### config.mk
export PLATFORM = sky130hd
export DESIGN_NAME = lfu_cell
export DESIGN_NICKNAME = d
export VERILOG_FILES = /design/src/hdl/lfu_pkg.sv /design/src/hdl/lfu_cell.sv
export SDC_FILE = /design/constraint.sdc
export NUM_CORES = 1
export LEC_CHECK = 0
export BUFFER_PORTS_ARGS = -buffer_cell sky130_fd_sc_hd__buf_4
export CAP_MARGIN = 20
export CORE_MARGIN = 10
export CORE_UTILIZATION = 55
export CTS_CLUSTER_SIZE = 8
export DETAILED_ROUTE_END_ITERATION = 16
export GPL_ROUTABILITY_DRIVEN = 0
export HOLD_SLACK_MARGIN = 0.03
export PLACE_DENSITY = 0.85
export SLEW_MARGIN = 20
export SYNTH_ARGS = -nofsm -noshare
export SYNTH_HDL_FRONTEND = slang
export SYNTH_SLANG_ARGS = --single-unit
### constraint.sdc
create_clock -name clk -period 11.87 [get_ports clk]
set_input_delay 1.187 -clock clk [delete_from_list [all_inputs] [get_ports clk]]
set_output_delay 1.187 -clock clk [all_outputs]
set_load 0.02 [all_outputs]
### src/hdl/lfu_pkg.sv
// Shared types and constants for the LFU cache.
package lfu_pkg;

  localparam int ENTRIES = 16;
  localparam int IDX_W   = $clog2(ENTRIES);
  localparam int OCC_W   = $clog2(ENTRIES + 1);
  localparam int CAP_W   = 5;
  localparam int KEY_W   = 32;
  localparam int VAL_W   = 31;
  localparam int CNT_W   = 32;

  localparam logic KIND_GET = 1'b0;
  localparam logic KIND_PUT = 1'b1;

  typedef enum logic [1:0] {
    CMD_NONE,
    CMD_TOUCH,
    CMD_INSERT
  } cmd_op_t;

  typedef struct packed {
    logic                    kind;
    logic signed [KEY_W-1:0] key;
    logic [VAL_W-1:0]        value;
  } req_t;

  typedef struct packed {
    logic             found;
    logic [VAL_W-1:0] read_value;
    logic             evicted;
  } rsp_t;

  // Scan word handed from cell to cell.
  typedef struct packed {
    logic             valid;
    logic [KEY_W-1:0] key;
    logic             hit;
    logic [IDX_W-1:0] hit_idx;
    logic [IDX_W-1:0] hit_rank;
    logic [VAL_W-1:0] hit_value;
    logic             have_vic;
    logic [IDX_W-1:0] vic_idx;
    logic [CNT_W-1:0] vic_count;
    logic [IDX_W-1:0] vic_rank;
    logic             free_found;
    logic [IDX_W-1:0] free_idx;
  } scan_t;

  // Update broadcast to every cell.
  typedef struct packed {
    cmd_op_t          op;
    logic [IDX_W-1:0] slot;
    logic [IDX_W-1:0] old_rank;
    logic             wr_value;
    logic             evict;
    logic [IDX_W-1:0] vic_idx;
    logic [IDX_W-1:0] vic_rank;
    logic [KEY_W-1:0] key;
    logic [VAL_W-1:0] value;
  } cmd_t;

endpackage

### src/hdl/lfu_cell.sv
// One cache entry: scan stage plus update logic.
module lfu_cell import lfu_pkg::*; (
  input  logic             clk,
  input  logic             rst,
  input  logic [IDX_W-1:0] cell_id,
  input  scan_t            tok_in,
  output scan_t            tok_out,
  input  logic             cmd_valid,
  input  cmd_t             cmd
);

  logic             valid;
  logic [KEY_W-1:0] key;
  logic [VAL_W-1:0] value;
  logic [CNT_W-1:0] count;
  logic [IDX_W-1:0] rank;

  scan_t tok_next;
  logic  is_vic;

  always_comb begin
    tok_next = tok_in;
    if (valid && key == tok_in.key && !tok_in.hit) begin
      tok_next.hit       = 1'b1;
      tok_next.hit_idx   = cell_id;
      tok_next.hit_rank  = rank;
      tok_next.hit_value = value;
    end
    if (valid) begin
      if (!tok_in.have_vic || count < tok_in.vic_count ||
          (count == tok_in.vic_count && rank > tok_in.vic_rank)) begin
        tok_next.have_vic  = 1'b1;
        tok_next.vic_idx   = cell_id;
        tok_next.vic_count = count;
        tok_next.vic_rank  = rank;
      end
    end else if (!tok_in.free_found) begin
      tok_next.free_found = 1'b1;
      tok_next.free_idx   = cell_id;
    end
  end

  always_ff @(posedge clk) begin
    if (rst) begin
      tok_out.valid <= 1'b0;
    end else begin
      tok_out <= tok_next;
    end
  end

  assign is_vic = cmd.evict && cmd.vic_idx == cell_id;

  always_ff @(posedge clk) begin
    if (rst) begin
      valid <= 1'b0;
    end else if (cmd_valid) begin
      case (cmd.op)
        CMD_TOUCH: begin
          if (cmd.slot == cell_id) begin
            rank <= '0;
            if (count != '1) count <= count + 1'b1;
            if (cmd.wr_value) value <= cmd.value;
          end else if (valid && rank < cmd.old_rank) begin
            rank <= rank + 1'b1;
          end
        end
        CMD_INSERT: begin
          if (cmd.slot == cell_id) begin
            valid <= 1'b1;
            key   <= cmd.key;
            value <= cmd.value;
            count <= CNT_W'(1);
            rank  <= '0;
          end else if (is_vic) begin
            valid <= 1'b0;
          end else if (valid) begin
            // drop the gap left by the victim, then age for the newcomer
            rank <= rank - IDX_W'(cmd.evict && rank > cmd.vic_rank) + 1'b1;
          end
        end
        default: ;
      endcase
    end
  end

endmodule

Yosys cells after proc, flatten, opt, wreduce, memory -nomap -nowiden --
Cells that the tools add are included.
Storage, ports and cells: word-level logic and storage cells 78, output and inout bits 119, register bits after elaboration 219, input bits 209
Operators by class: eq/ne operators 14, magnitude comparators 4, add/subtract/negate cells 4, reduce and logical (&&, ||, !) cells 17, multiplexer cells 21, bitwise operators 1
Operator list (count):
- $mux 32 | 3
- $mux 31 | 3
- $mux 41 | 2
- $eq 32x32->1 | 2
- $pmux 32 s2 | 1
- $pmux 31 s2 | 1
- $mux 39 | 1
- $add 32x1->32 const B | 1
- $lt 32x32->1 | 1
- $ne 32x32->1 const B | 1
- $mux 4 | 6
- $reduce_and 6->1 | 3
- $ne 3x3->1 const B | 3
- $add 4x1->4 const B | 2
- $eq 4x4->1 | 2
- $gt 4x4->1 | 2
- $ne 2x2->1 const B | 4
- $pmux 4 s2 | 1
- $logic_and 1x1->1 | 6
- $mux 5 | 1
- $lt 4x4->1 | 1
- $reduce_and 4->1 | 1
- $reduce_bool 2->1 | 2
- $sub 4x1->4 | 1
- 7 further kinds | 10

Longest topological paths before layout --
word-level depth 8, gate-level depth with buffers 13, depth with buffers taken out 13

Least setup slack after synthesis --
Ideal clock, no wire load.
kind input to register, from input rst, to register count[0], enable pin, path buffers 0, stages 3, slack 5.857 ns, data required time 11.438 ns, data arrival time 5.581 ns, library setup time 0.432 ns, path through inv_1 > nand3_1 > a21oi_1
Between the ends: cells in the longest elaborated chain, start to end 2
RTL lines:
- start, declared | RTL line lfu_cell.sv:4 | input logic rst,
- $not 1->1 (no source line)
- $reduce_and 6->1 (no source line)
- end signal, assigned | RTL line lfu_cell.sv:61 | if (count != '1) count <= count + 1'b1;
- end, declared | RTL line lfu_cell.sv:15 | logic [CNT_W-1:0] count;
Every way passes these cells. A chain may end at the register's enable or synchronous reset.

==> impl_metrics.yaml <==
route:
  wl_met3_um: 3190
  postRouteAntennaNets: 0
  m1WireLength_um: 10500
  via_per_inst: 5.49
  wl_per_cell_um: 24.2
  dr_total_vias: 6973
  top_layer: "met4"
  dr_wl_met2_um: 16400
  firstDrtPassIters: 4
  route.detailed.drc: 0
  wl_um: 30800
  drt_iter0_drc: 416
floorplanning:
  fp.dieW_um: 157
  core_region_area_um2: 18100
  row_count: 49
  initial_core_util_pct: 56.5
  io_pins: 328
  die_y_um: 157
  die-area_um2: 24500
critical_path:
  cp.arrival_ns: 3.77
  endpoint_kind: "register"
  cp_max_fo: 40
  required_ns: 12.14
  crit_type: "in2reg"
  start_kind: "primary input"
  r2r_slack_ns: 8.64
run_status:
  status: "finished, final reports clean"
clock_network:
  postCtsSetupBuffers: 0
  cts_resized: 0
  clock_latency_ns: 0.53
  cts_root_buf: "clkbuf_16"
  cts_buffers: 31
  hold_buffers: 0
  cts_tree: "done"
  clockBufferDepth: 3
  cts-htree-levels: 1
  clock-sinks: 219
  clk_pin_slew_ns: 0.05
placement:
  io_buffers: 327
  dp_hpwl_um: 22800
  dp_slack_ns: 7.83
logic_synthesis:
  synth_edf_count: 217
  synth_flop_cell: "edfxtp_1"
  syn_area_per_cell_um2: 15.2
  synth_cells: 675
  synth_area_um2: 10200
  synth.distinct_cells: 54
  synthesis.nets: 932
  ys_ff_latch: 219
  yosys_warnings: 0
  async_flop_share_pct: 0
  ys_seq_area_share_pct: 64.0
grt:
  antenna_found_initial: 0
  grt_max_degree: 87
  grt_pass1_wl_um: 44500
  grt_pass1_vias: 7318
  grt_remaining_overflow: 0
  grt_usage_pct: 23.8
pwr:
  power.share.clock_pct: 40.4
  p_comb_share_pct: 12.4
  power_uw: 1910
  internal_power_uw: 1480
  swShare_pct: 22.6
  vdd_drop_max_uv: 96.8
  p_leak_uw: 0.00582
  p_seq_share_pct: 47.2
  switchingPower_uw: 431
  p_per_area_nw_per_um2: 138
job:
  max-cap-violations: 0
finish:
  area_growth_pct: 34.8
  diodes: 0
  fillerInstances: 1148
  drive_above_1_share_pct: 45.2
  final_nets: 1285
timing:
  worst_pin_slew_ns: 1.05
  fmax_mhz: 285
  rsz0062_at_grt: "no"
  fin_worst_skew_ns: 0.0162
  finalMaxSlewViolations: 0
  timing_hold_violations_final: 0
  relSlewSlack_pct: 30.0
  setup_slack_ns: 8.37
  setup_viol: 0
  period_share_pct: 29.5
  fin_crit_ns: 3.50
  setup-tns-final_ns: 0
worst_hold_path:
  hold_path_class: "reg2reg"
## layer usage
metal / track usage [%] / vias to the layer above
met1: 25.1 / 3405
met5: 0 / -
met4: 5.66 / 0
li1: - / 3221
met2: 44.5 / 306
met3: 8.00 / 41
## logic make-up after synthesis
group / share of synthesized area (%)
AO/OA/AOI/OAI: 3.48
XOR/XNOR: 5.73
adder cells (fa/ha/maj): 5.86
buffers and inverters: 2.67
flip-flops: 64.0
multiplexers: 10.7
AND/OR/NAND/NOR: 7.62
## area by class of cell
class	count	area (um^2)	share of cell area [%]
sequential	219	6560	47.5
multi-input combinational	395	3450	25.0
timing repair buffer	333	2500	18.1
clock buffer	44	825	5.97
tap	229	287	2.07
inverter	48	183	1.32
clock inverter	1	7.51	0.0543
## worst paths after layout
path                                               from               endpoint  cells after the start
worst max-delay path                         tok_in[36]   tok_out[9]$_DFFE_PN_                     11
worst min-delay path                 value[0]$_DFFE_PP_  tok_out[46]$_DFFE_PN_                      1
worst max register to register  count[27]$_SDFFCE_PP0P_   tok_out[9]$_DFFE_PN_                      9
worst min register to register       value[0]$_DFFE_PP_  tok_out[46]$_DFFE_PN_                      1
## per-stage QoR
| stage | hold WS (ns) | cell area, um^2 | cells | utilization, % |
|---|---|---|---|---|
| 2_1_floorplan | 0.523 | 10200 | 675 | - |
| 3_3_place_gp | 0.525 | 13000 | 1224 | 71.5 |
| 3_5_place_dp | 0.533 | 13000 | 1224 | 71.5 |
| 4_1_cts | 0.545 | 13800 | 1269 | 76.1 |
| 5_1_grt | 0.564 | 13800 | 1269 | 76.1 |
| 6_report | 0.550 | 13800 | 1269 | 76.1 |
## worst max-delay path, stage by stage
cell      delay, ns
buf_4          0.08
inv_1          0.03
ha_1           0.30
and4_4         0.24
nor4b_4        0.32
a221oi_1       0.13
o21ai_1        0.18
a31oi_1        0.11
o21ai_4        0.14
buf_4          0.64
mux2_4         0.36
## power groups by stage
stage / Clock [uW] / Sequential, uW / Combinational, uW
6_report: 772 / 902 / 236
5_1_grt: 815 / 904 / 250
4_1_cts: 785 / 903 / 238
3_5_place_dp: 0 / 917 / 236
3_3_place_gp: 0 / 915 / 230
2_1_floorplan: 0 / 956 / 68.8
## layout by cell type (no fill, tap or decap), types with 11 or more instances in the layout
cell / count
buf_4: 332
edfxtp_1: 217
xor2_1: 56
ha_1: 48
inv_1: 47
mux2_2: 43
mux2_4: 40
nor2_1: 31
clkbuf_16: 31
nand2_1: 29
a21oi_1: 25
nand3_1: 14
o21ai_0: 14
nand4_1: 13
clkbuf_1: 13
xnor2_1: 11
## sequential cells by signal, indices dropped and copies added (netlist names)
signal	flops
valid	1
rank	4
count	32
key	32
value	31
tok_out	119
## cells in the mapped netlist (2+ instances only)
cell type  count  area share (%)
edfxtp_1     217              64
xor2_1        56             4.8
ha_1          48             5.9
inv_1         48             1.8
mux2_2        43             4.7
mux2_4        40             5.9
nor2_1        33             1.2
nand2_1       29             1.1
a21oi_1       26             1.3
nand3_1       14            0.68
o21ai_0       14            0.68
nand4_1       13            0.79
xnor2_1       11            0.94
and3_1         7            0.43
nor4_1         7            0.43
or3_1          6            0.37
clkbuf_1       5            0.18
nor2b_1        5            0.31
buf_4          4            0.29
buf_6          4            0.44
nand2b_1       4            0.24
a211oi_1       2            0.15
a221oi_1       2            0.17
and2_1         2            0.12
dfxtp_1        2            0.39
nand4_4        2            0.42
nor4_2         2            0.24
o21ai_2        2            0.17
or2_2          2            0.12
No activity file was read; power rests on OpenSTA's default activity.
